## config.mk

```make
export PLATFORM = sky130hd
export DESIGN_NAME = vnorm_ctrl
export DESIGN_NICKNAME = d
export VERILOG_FILES = /design/src/vnorm_pkg.sv /design/src/vnorm_ctrl.sv
export SDC_FILE = /design/constraint.sdc
export NUM_CORES = 1
export LEC_CHECK = 0
export BUFFER_PORTS_ARGS = -buffer_cell sky130_fd_sc_hd__buf_4
export CORE_UTILIZATION = 50
export CTS_CLUSTER_DIAMETER = 120
export DETAILED_ROUTE_END_ITERATION = 8
export GPL_TIMING_DRIVEN = 0
export PLACE_DENSITY = 0.76
export REMOVE_ABC_BUFFERS = 1
export SETUP_SLACK_MARGIN = 0.3
export SLEW_MARGIN = 25
export SYNTH_ARGS = -nofsm -noshare
export SYNTH_HDL_FRONTEND = slang
export SYNTH_SLANG_ARGS = --single-unit
```

## constraint.sdc

```tcl
create_clock -name clk_i -period 5.01 [get_ports clk_i]
set_input_delay 1.002 -clock clk_i [delete_from_list [all_inputs] [get_ports clk_i]]
set_output_delay 1.002 -clock clk_i [all_outputs]
set_load 0.05 [all_outputs]
```

## src/vnorm_pkg.sv

```systemverilog
// Shared types and constants for the vector normalization core.
// No dependencies.
`default_nettype none
package vnorm_pkg;
  localparam int unsigned Depth    = 64;
  localparam int unsigned FracBits = 16;
  localparam int unsigned AddrW    = $clog2(Depth);
  localparam int unsigned CntW     = $clog2(Depth + 1);

  typedef enum logic [2:0] {
    MODE_SUM  = 3'd0,
    MODE_MAX  = 3'd1,
    MODE_MIN  = 3'd2,
    MODE_RNG  = 3'd3,
    MODE_ZSC  = 3'd4
  } mode_e;

  typedef enum logic [3:0] {
    ST_LOAD, ST_RED, ST_MEAN, ST_VAR, ST_VDIV, ST_SQRT, ST_PICK,
    ST_RD, ST_DIV, ST_OUT
  } state_e;

  // controller -> datapath
  typedef struct packed {
    logic red_clr;   // clear reduction accumulators
    logic red_step;  // fold store read data
    logic mean_go;   // start mean division
    logic var_step;  // fold squared deviation
    logic vdiv_go;   // start variance division
    logic sqrt_go;   // start square root
    logic pick;      // latch divisor and base
    logic div_go;    // start sample division
    logic rd_en;     // issue store read
  } dp_cmd_t;

  // datapath -> controller
  typedef struct packed {
    logic div_busy;
    logic sqrt_busy;
    logic active;
  } dp_sts_t;
endpackage
`default_nettype wire

```

## src/vnorm_ctrl.sv

```systemverilog
// Controller state machine of the vector normalization core.
// Depends on vnorm_pkg.
`default_nettype none
module vnorm_ctrl (
  input  wire logic                   clk_i,
  input  wire logic                   rst_ni,
  input  wire logic                   in_fire_i,
  input  wire logic                   in_last_i,
  input  wire logic [2:0]             mode_i,
  input  wire logic [vnorm_pkg::CntW-1:0] fill_i,
  input  wire vnorm_pkg::dp_sts_t     sts_i,
  input  wire logic                   out_free_i,
  output vnorm_pkg::dp_cmd_t          cmd_o,
  output logic [vnorm_pkg::AddrW-1:0] raddr_o,
  output logic                        load_o,
  output logic                        emit_o,
  output logic                        emit_last_o,
  output logic                        done_o
);
  vnorm_pkg::state_e st_q, st_d;
  logic [vnorm_pkg::CntW-1:0] idx_q, idx_d;
  logic rdv_q;
  logic [vnorm_pkg::CntW-1:0] last_idx;

  assign last_idx = fill_i - 1'b1;
  assign raddr_o  = idx_q[vnorm_pkg::AddrW-1:0];

  // next state
  always_comb begin
    st_d  = st_q;
    idx_d = idx_q;
    unique case (st_q)
      vnorm_pkg::ST_LOAD: begin
        if (in_fire_i && in_last_i) begin
          st_d = vnorm_pkg::ST_RED; idx_d = '0;
        end
      end
      vnorm_pkg::ST_RED: begin
        if (idx_q == fill_i) st_d = vnorm_pkg::ST_MEAN;
        else idx_d = idx_q + 1'b1;
      end
      vnorm_pkg::ST_MEAN: begin
        if (rdv_q && !sts_i.div_busy) begin
          idx_d = '0;
          st_d = (mode_i == vnorm_pkg::MODE_ZSC && fill_i >= 2) ?
                 vnorm_pkg::ST_VAR : vnorm_pkg::ST_PICK;
        end
      end
      vnorm_pkg::ST_VAR: begin
        if (idx_q == fill_i) st_d = vnorm_pkg::ST_VDIV;
        else idx_d = idx_q + 1'b1;
      end
      vnorm_pkg::ST_VDIV:
        if (rdv_q && !sts_i.div_busy) st_d = vnorm_pkg::ST_SQRT;
      vnorm_pkg::ST_SQRT:
        if (rdv_q && !sts_i.sqrt_busy) st_d = vnorm_pkg::ST_PICK;
      vnorm_pkg::ST_PICK: begin
        st_d = vnorm_pkg::ST_RD; idx_d = '0;
      end
      vnorm_pkg::ST_RD: st_d = vnorm_pkg::ST_DIV;
      vnorm_pkg::ST_DIV:
        if (!sts_i.active || (rdv_q && !sts_i.div_busy)) st_d = vnorm_pkg::ST_OUT;
      vnorm_pkg::ST_OUT: begin
        if (out_free_i) begin
          if (idx_q == last_idx) st_d = vnorm_pkg::ST_LOAD;
          else begin
            st_d = vnorm_pkg::ST_RD; idx_d = idx_q + 1'b1;
          end
        end
      end
      default: st_d = vnorm_pkg::ST_LOAD;
    endcase
  end

  // outputs
  always_comb begin
    cmd_o       = '0;
    load_o      = (st_q == vnorm_pkg::ST_LOAD);
    emit_o      = 1'b0;
    emit_last_o = (idx_q == last_idx);
    done_o      = 1'b0;
    unique case (st_q)
      vnorm_pkg::ST_LOAD: cmd_o.red_clr = in_fire_i && in_last_i;
      vnorm_pkg::ST_RED: begin
        cmd_o.rd_en = 1'b1;
        cmd_o.red_step = (idx_q != '0);
      end
      vnorm_pkg::ST_MEAN: cmd_o.mean_go = !rdv_q;
      vnorm_pkg::ST_VAR: begin
        cmd_o.rd_en = 1'b1;
        cmd_o.var_step = (idx_q != '0);
      end
      vnorm_pkg::ST_VDIV: cmd_o.vdiv_go = !rdv_q;
      vnorm_pkg::ST_SQRT: cmd_o.sqrt_go = !rdv_q;
      vnorm_pkg::ST_PICK: cmd_o.pick = 1'b1;
      vnorm_pkg::ST_RD:   cmd_o.rd_en = 1'b1;
      vnorm_pkg::ST_DIV:  cmd_o.div_go = !rdv_q && sts_i.active;
      vnorm_pkg::ST_OUT: begin
        emit_o = out_free_i;
        done_o = out_free_i && (idx_q == last_idx);
      end
      default: ;
    endcase
  end

  // hold state; rdv_q marks that a unit was started in this state
  always_ff @(posedge clk_i or negedge rst_ni) begin
    if (!rst_ni) begin
      st_q  <= vnorm_pkg::ST_LOAD;
      idx_q <= '0;
      rdv_q <= 1'b0;
    end else begin
      st_q  <= st_d;
      idx_q <= idx_d;
      rdv_q <= (st_d == st_q) && (st_q == vnorm_pkg::ST_MEAN || st_q == vnorm_pkg::ST_VDIV ||
               st_q == vnorm_pkg::ST_SQRT || st_q == vnorm_pkg::ST_DIV);
    end
  end
endmodule
`default_nettype wire

```

==> qor.yml, run 1 <==
clocking:
  cts_setup_buffers: 0
  cts_sinks: 12
  cts_tree: "done"
  path_clk_slew_ns: 0.08
  root_buffer: "clkbuf_4"
  clock_path_buffers: 2
  post_cts_resized: 0
  hold_buffers: 0
  numCtsBuffers: 3
  h-tree-depth: 1
  clk_latency_ns: 0.28
route:
  drtAntennaViolNets: 0
  vias: 1490
  post_drt_wl_per_cell_um: 15.1
  remaining_drc_errors: 0
  drtIter0Drc: 72
  viasPerCell: 6.18
  drtPass1Iterations: 4
  totalWireLength_um: 3640
yosys:
  synthArstFlopShare_pct: 100
  yosysWarnings: 0
  synth_top_area_cell: "dfrtp_1"
  syn_area_um2: 1460
  synthTopCellsByArea: "dfrtp_1, nor2_1, xnor2_1"
  synth-seq-area-share_pct: 20.5
  synthCells: 184
  yosys.area.top_type_share_pct: 20.5
  synthFlopType: "dfrtp_1"
  synth_cell_types: 58
  avgSynthCellArea_um2: 7.94
  ys_ff_latch: 12
  synth_edf_count: 0
grt:
  antenna_found_initial: 0
  grt_max_degree: 19
  track_usage_pct: 24.3
  grt_pass1_vias: 1397
  grt_pass1_wl_um: 6150
  grt_overflow: 0
power_and_ir_drop:
  power_density_nw_per_um2: 476
  ir_drop_mv: 0.473
  p_int_uw: 363
  p_sw_uw: 455
  p_clk_share_pct: 9.9
  seqPwrFrac_pct: 23.3
  combPwrFrac_pct: 66.9
  p_leak_uw: 0.000759
  p_sw_share_pct: 55.6
timing:
  tns_ns: 0
  fin_ws_ns: 1.22
  hold_viol_final: 0
  min_period_over_period_pct: 75.7
  rsz0062_at_grt: "no"
  slew_headroom_pct: 37.5
  tightest_slew_ns: 0.934
  drv_slew: 0
  max_freq_mhz: 264
  final.setup_skew_ns: 0.00168
  setup_viol: 0
  layout_min_cycle_time_ns: 3.79
worst_setup_path:
  max_stage_delay_ns: 0.55
  worstPathRequired_ns: 4.01
  crit_arrival_ns: 2.79
  cp_cell_sequence: "buf_4 -> or3_4 -> or4_4 -> a31oi_4 -> o21ai_4 -> nor2_1 -> buf_4"
  cp-start-kind: "input pin"
  end_kind: "primary output"
  critPathSlowestCell: "or4_4"
  crit_buf_inv: 2
  r2r_slack_ns: 2.43
  crit_fanout: 8
  critical-path-top-delay-family: "simple AND/OR/NAND/NOR gates"
  r2r_end: "idx_q[3]"
  crit_top_cell: "buf_4"
  r2r_cells: 5
  reg2reg_from: "st_q[3]"
  critPathLaunch: "fill_i[2]"
  path_class: "in2out"
floorplan:
  initial_core_util_pct: 53.0
  floorplan.die_area_um2: 3140
  num_rows: 19
  io_pins: 37
  die_h_um: 56.1
  core-area_um2: 2760
  die_x_um: 56.1
placed_design:
  place_ws_ns: 1.23
  gp_congestion: 0.897
  io_buffer_count: 36
  numPlacedInstances: 237
  dp_hpwl_um: 2770
outcome:
  status: "completed"
min_path:
  hp-class: "in2async"
flow_run:
  drv_cap: 0
layout:
  fillers: 250
  drive_above_1_share_pct: 24.8
  n_antenna_cell: 0
  nets: 233
  fin_util_pct: 62.3
  finalNonFillerCells: 241
  area_growth_pct: 17.6
## how the worst max path moves through the flow
stage / endpoint / cells after the start
after global placement: done_o / 7
after detailed placement: done_o / 7
after floorplan: done_o / 5
after global routing: done_o / 9
after CTS: done_o / 7
final: done_o / 7
## synthesized netlist by cell type (2+ instances only)
cell / n
a21oi_1: 6
o211ai_1: 2
ha_1: 4
o21a_1: 2
nor3_1: 8
buf_2: 2
dfrtp_1: 12
nor2_1: 20
xnor2_1: 8
and3_1: 3
a31oi_1: 4
nand2b_1: 4
nor2b_1: 6
a311o_1: 4
nor4_1: 4
nand3_1: 3
or2b_1: 2
buf_4: 7
and3b_1: 2
clkbuf_1: 4
o21ai_0: 8
inv_1: 13
xor2_1: 2
nand4_1: 6
nand2_1: 13
nand3b_1: 2
mux2i_1: 2
## flip-flops by register name, summed over array words and instances, names as in the netlist
| name | flops |
|---|---|
| rdv_q | 1 |
| idx_q | 7 |
| st_q | 4 |
## metrics by stage
| stage | power [µW] | cell area, µm² | hold slack, ns |
|---|---|---|---|
| after floorplan | 584 | 1370 | 0.597 |
| after global placement | 725 | 1680 | 0.648 |
| after detailed placement | 732 | 1680 | 0.674 |
| after CTS | 819 | 1720 | 0.553 |
| after global routing | 874 | 1720 | 0.548 |
| final | 818 | 1720 | 0.550 |
## layout by cell type, fill, tap and decap left out, types with 3 or more instances in the layout
| cell | n |
|---|---|
| nor3_1 | 8 |
| nand2b_1 | 4 |
| inv_1 | 13 |
| nor2_1 | 20 |
| a311o_1 | 4 |
| nand4_1 | 6 |
| nand3_1 | 3 |
| buf_4 | 36 |
| a21oi_1 | 6 |
| nor4_1 | 4 |
| and3_1 | 3 |
| o21ai_0 | 8 |
| ha_1 | 4 |
| clkbuf_4 | 3 |
| dfrtp_1 | 12 |
| a31oi_1 | 4 |
| nor2b_1 | 6 |
| xnor2_1 | 8 |
| nand2_1 | 13 |
## cells by family after synthesis
group | share of synthesized area, %
mux | 2.14
fa+ha+maj | 3.42
compound gates | 26.4
xor+xnor | 7.53
buf+inv | 10.0
simple gates | 30.0
flops | 20.5
## routing by layer
metal / GRT usage [%] / wire (µm)
met1: 31.3 / 1560
met2: 41.2 / 1780
met3: 1.63 / 241
met4: 11.8 / 68
met5: 0 / 0
## cell type report
cell class | instances | area [µm²] | area share, %
multi-input combinational | 144 | 1010 | 59.1
sequential | 12 | 300 | 17.5
timing repair buffer | 36 | 270 | 15.7
inverter | 14 | 57.6 | 3.35
tap | 31 | 38.8 | 2.26
clock buffer | 4 | 36.3 | 2.11
## power groups by stage
stage | sequential, µW | combinational (µW) | clock [µW]
after floorplan | 222 | 362 | 0
after global placement | 189 | 535 | 0
after detailed placement | 190 | 542 | 0
after CTS | 189 | 548 | 81.7
after global routing | 196 | 593 | 85.7
final | 190 | 547 | 80.8
Power figures use the tool's default switching activity.
==> run 2, diff against run 1 <==
Clock period 5.01 ns to 3.49 ns, I/O delays scaled along.
==> run 2 against run 1 <==
Net effect: largest power group unchanged; utilization up 0.50 points; sequential power rose by 44%; die area unchanged; global-route usage unchanged; worst setup slack got worse by 0.86 ns; cell area rose by 0.80%; combinational power increased by 44%; flip-flop and latch count stayed put; non-clock buffer count rose by 1; register-to-register slack worse by 1.6 ns.
==> qor.yml, run 2 (same netlist as run 1, synthesis figures left out) <==
timing:
  rsz0062_at_grt: "no"  # unchanged
  drv_slew: 0  # unchanged
  max_freq_mhz: 319
  setup_viol: 0  # unchanged
  tns_ns: 0  # unchanged
  slew_headroom_pct: 35.9  # was 37.5%
  hold_viol_final: 0  # unchanged
  layout_min_cycle_time_ns: 3.13
  final.setup_skew_ns: 0.00418  # was 0.00168 ns
  tightest_slew_ns: 0.957  # was 0.934 ns
  min_period_over_period_pct: 89.8
clocking:
  cts_sinks: 12  # unchanged
  h-tree-depth: 1  # unchanged
  clock_path_buffers: 2  # unchanged
  root_buffer: "clkbuf_4"  # unchanged
  cts_tree: "done"  # unchanged
  path_clk_slew_ns: 0.09  # was 0.08 ns
  numCtsBuffers: 3  # unchanged
  clk_latency_ns: 0.28  # about the same
floorplan:
  floorplan.die_area_um2: 3140  # unchanged
  die_h_um: 56.1  # unchanged
  num_rows: 19  # unchanged
  die_x_um: 56.1  # unchanged
  initial_core_util_pct: 53.0  # unchanged
  core-area_um2: 2760  # unchanged
  io_pins: 37  # unchanged
placed_design:
  io_buffer_count: 36  # unchanged
  dp_hpwl_um: 2770  # unchanged
  gp_congestion: 0.897  # unchanged
  numPlacedInstances: 237  # unchanged
route:
  remaining_drc_errors: 0  # unchanged
  viasPerCell: 6.21  # was 6.18
  drtAntennaViolNets: 0  # unchanged
  drtIter0Drc: 64  # was 72
  vias: 1503  # was 1490
  drtPass1Iterations: 4  # unchanged
  totalWireLength_um: 3670  # was 3640 µm
  post_drt_wl_per_cell_um: 15.1  # about the same
layout:
  largest-register: "idx_q"  # unchanged
  mostFrequentLayoutCell: "buf_4"  # unchanged
  fillers: 251  # was 250
  nets: 234  # was 233
  largest_registers: "idx_q (7), st_q (4), rdv_q (1)"  # unchanged
  n_antenna_cell: 0  # unchanged
  drive_above_1_share_pct: 25.6  # was 24.8%
  largest_reg_flops: 7  # unchanged
  final_cell_mix: "buf_4, nor2_1, inv_1, nand2_1, dfrtp_1"  # unchanged
  finalNonFillerCells: 242  # was 241
  area_growth_pct: 18.5  # was 17.6%
grt:
  grt_max_degree: 19  # unchanged
  track_usage_pct: 24.3  # unchanged
  grt_pass1_vias: 1397  # unchanged
  antenna_found_initial: 0  # unchanged
  grt_overflow: 0  # unchanged
  grt_pass1_wl_um: 6150  # unchanged
worst_setup_path:
  path_class: "in2out"  # unchanged
  worstPathRequired_ns: 2.79  # was 4.01 ns
  critPathLaunch: "fill_i[2]"  # unchanged
  r2r_slack_ns: 0.88  # was 2.43 ns
  crit_fanout: 8  # unchanged
  crit_arrival_ns: 2.44  # was 2.79 ns
  reg2reg_from: "st_q[3]"  # unchanged
  end_kind: "primary output"  # unchanged
  cp-start-kind: "input pin"  # unchanged
power_and_ir_drop:
  ir_drop_mv: 0.682  # was 0.473 mV
  power_density_nw_per_um2: 680  # was 476 nW/µm²
  p_leak_uw: 0.000764  # was 0.000759 µW
outcome:
  status: "completed"  # unchanged
min_path:
  hp-class: "in2async"  # unchanged
flow_run:
  drv_cap: 0  # unchanged
-- run 2: metrics by stage --
stage,util [%],hold slack [ns],setup WS [ns],power [µW],cell area [µm²]
2_1_floorplan,-,0.402,0.0152,838,1370
3_5_place_dp,61.0,0.552,0.315,1050,1680
4_1_cts,62.3,0.249,0.312,1180,1720
6_report,62.8,0.243,0.356,1180,1730
3_3_place_gp,61.0,0.546,0.344,1040,1680
5_1_grt,62.8,0.244,0.310,1260,1730
-- run 2: critical path: stages --
cell and delay (ns):
buf_4 0.14, or3_4 0.40, or4_4 0.55, a31oi_4 0.24, o21ai_4 0.10, nor2_2 0.14
buf_6 0.17
-- run 2: layout make-up --
cell class | instances | area (µm²) | area share (%)
clock buffer | 4 | 36.3 | 2.10
timing repair buffer | 37 | 282 | 16.3
sequential | 12 | 300 | 17.3
tap | 31 | 38.8 | 2.24
inverter | 14 | 57.6 | 3.32
multi-input combinational | 144 | 1020 | 58.7
-- run 2: what timing repair did --
item                                   in CTS  in global routing
buffers inserted                            0                  1
endpoints found under the hold margin       0                  0
resized for setup                           0                  2
hold buffers                                0                  0
setup endpoints to repair                   0                  2
-- run 2: worst paths after layout --
path,end,depth (start not counted)
worst max-delay path,done_o,7
worst min-delay path,idx_q[6],1
worst max register to register,idx_q[3],5
worst min register to register,idx_q[6],3
max in group asynchronous,idx_q[5],1
min in group clk_i,idx_q[6],3
-- run 2: routing by layer --
layer  wire, µm  vias up  global-route usage (%)  part of all wire [%]
met2       1800       71                    41.2                    49
met1       1530      701                    31.3                    42
met4         75        0                    11.8                   2.0
met3        255        8                    1.63                   7.0
li1           -      723                       -                     -
met5          0        -                       0                     0
-- run 2: where the power goes --
part	total [µW]	internal, µW	switching [µW]
logic	787	283	504
clock network	117	63.5	53.2
registers	273	176	96.7
==> run 3, diff against run 2 <==
Settings changed: GPL_TIMING_DRIVEN 0 to 1.
Clock period 3.49 ns to 3 ns, I/O delays scaled along.
==> run 3 against run 2 <==
Net effect: hold slack got worse by 0.097 ns; sequential power increased by 10%; clock power decreased by 14%; worst setup slack got worse by 0.058 ns; combinational power increased by 25%.
==> qor.yml, run 3 (same netlist as run 1, synthesis figures left out) <==
grt:
  grt_pass1_wl_um: 6680  # was 6150 µm
  grt_max_degree: 19  # unchanged
  grt_overflow: 0  # unchanged
  track_usage_pct: 26.3  # was 24.3%
  grt_pass1_vias: 1458  # was 1397
  antenna_found_initial: 0  # unchanged
route:
  post_drt_wl_per_cell_um: 15.2  # was 15.1 µm
  viasPerCell: 5.97  # was 6.21
  drtIter0Drc: 79  # was 64
  remaining_drc_errors: 0  # unchanged
  vias: 1505  # was 1503
  totalWireLength_um: 3840  # was 3670 µm
  drtAntennaViolNets: 0  # unchanged
  drtPass1Iterations: 4  # unchanged
timing:
  tns_ns: 0  # unchanged
  rsz0062_at_grt: "yes"  # was no
  final.setup_skew_ns: 0.0119  # was 0.00418 ns
  setup_viol: 0  # unchanged
  drv_slew: 0  # unchanged
  max_freq_mhz: 370
  fin_ws_ns: 0.298  # was 0.356 ns
  hold_viol_final: 0  # unchanged
  slew_headroom_pct: 64.1  # was 35.9%
  min_period_over_period_pct: 90.1
  tightest_slew_ns: 0.536  # was 0.957 ns
  layout_min_cycle_time_ns: 2.70
worst_setup_path:
  cp-start-kind: "input pin"  # unchanged
  crit_arrival_ns: 2.10  # was 2.44 ns
  cp_cell_sequence: "buf_4 -> or3_4 -> or4_4 -> a31oi_4 -> o21ai_4 -> nor2_2 -> buf_6"  # unchanged
  crit_fanout: 8  # unchanged
  r2r_slack_ns: 0.53  # was 0.88 ns
  end_kind: "primary output"  # unchanged
  path_class: "in2out"  # unchanged
  r2r_cells: 9  # was 5
  worstPathRequired_ns: 2.40  # was 2.79 ns
  critPathSlowestCell: "or4_4"  # unchanged
  max_stage_delay_ns: 0.44  # was 0.55 ns
  r2r_end: "idx_q[3]"  # unchanged
  reg2reg_from: "idx_q[5]"  # was st_q[3]
clocking:
  hold_buffers: 0  # unchanged
  h-tree-depth: 1  # unchanged
  cts_tree: "done"  # unchanged
  root_buffer: "clkbuf_4"  # unchanged
  numCtsBuffers: 3  # unchanged
  clk_latency_ns: 0.28  # about the same
  clock_path_buffers: 2  # unchanged
  cts_sinks: 12  # unchanged
  path_clk_slew_ns: 0.08  # was 0.09 ns
layout:
  seqCellArea_um2: 300  # unchanged
  nets: 245  # was 234
  final_cell_mix: "buf_4, nor2_1, nand2_1"  # was buf_4, nor2_1, inv_1, nand2_1, dfrtp_1
  multiInputGateArea_um2: 1040  # was 1020 µm²
  area_growth_pct: 26.5  # was 18.5%
  largest-register: "idx_q"  # unchanged
  n_antenna_cell: 0  # unchanged
  largest_registers: "idx_q (7), st_q (4), rdv_q (1)"  # unchanged
  largest_reg_flops: 7  # unchanged
  fillers: 251  # unchanged
  fin_util_pct: 67.1  # was 62.8%
  drive_above_1_share_pct: 31.7  # was 25.6%
  finalNonFillerCells: 252  # was 242
  mostFrequentLayoutCell: "buf_4"  # unchanged
  final_area_um2: 1850  # was 1730 µm²
placed_design:
  gp_congestion: 0.948  # was 0.897
  dp_hpwl_um: 2900  # was 2770 µm
  numPlacedInstances: 243  # was 237
  post_dp_cell_area_um2: 1730  # was 1680 µm²
  place_ws_ns: 0.0661  # was 0.315 ns
  io_buffer_count: 36  # unchanged
floorplan:
  num_rows: 19  # unchanged
  core-area_um2: 2760  # unchanged
  die_h_um: 56.1  # unchanged
  initial_core_util_pct: 53.0  # unchanged
  floorplan.die_area_um2: 3140  # unchanged
  die_x_um: 56.1  # unchanged
  io_pins: 37  # unchanged
power_and_ir_drop:
  ir_drop_mv: 0.774  # was 0.682 mV
  p_leak_uw: 0.000818  # was 0.000764 µW
  power_density_nw_per_um2: 750  # was 680 nW/µm²
flow_run:
  drv_cap: 0  # unchanged
outcome:
  status: "completed"  # unchanged
min_path:
  hp-class: "in2async"  # unchanged
-- run 3: routing by layer --
layer	up-vias	GRT usage [%]	routed length, µm
met5	-	0	0
met4	0	8.36	36
li1	742	-	-
met3	4	1.86	172
met2	57	45.9	1970
met1	702	34.4	1670
-- run 3: per-stage QoR --
step	hold slack, ns	power (µW)
6_report	0.146	1390
5_1_grt	0.149	1480
4_1_cts	0.148	1370
3_5_place_dp	0.452	1260
3_3_place_gp	0.448	1240
2_1_floorplan	0.304	975
-- run 3: worst max path at each step --
stage	startpoint	endpoint	slack, ns	cells past startpoint
finish	fill_i[2]	done_o	0.30	7
global route	fill_i[2]	done_o	0.25	7
CTS	fill_i[4]	done_o	0.27	7
detailed placement	fill_i[2]	done_o	0.07	7
global placement	fill_i[2]	done_o	0.11	7
floorplan	st_q[1]	rdv_q	-0.41	6
-- run 3: timing repair --
action | 4_1_cts | 5_1_grt
endpoints found under the setup margin | 2 | 3
setup buffers | 5 | 1
pin swaps | 6 | 2
cloned | 0 | 0
resized for setup | 15 | 2
-- run 3: area by class of cell --
type                    instances  share of cell area, %
multi-input cells             144                   56.2
well taps                      31                   2.10
repair buffers                 48                   20.9
inverters                      14                   3.38
flip-flops and latches         12                   16.2
clock buffers                   3                   1.22
-- run 3: where the power goes --
part	total (µW)	leakage, µW	switching [µW]	internal, µW
clock	101	0.0000138	54.9	46.6
sequential	301	0.000158	96.4	205
combinational	983	0.000646	626	357
-- run 3: critical path: cells and delay by family --
kind / cells / cell delay [ns]
buffers and inverters: 2 / 0.31
AO/OA/AOI/OAI: 2 / 0.32
AND/OR/NAND/NOR: 3 / 0.89
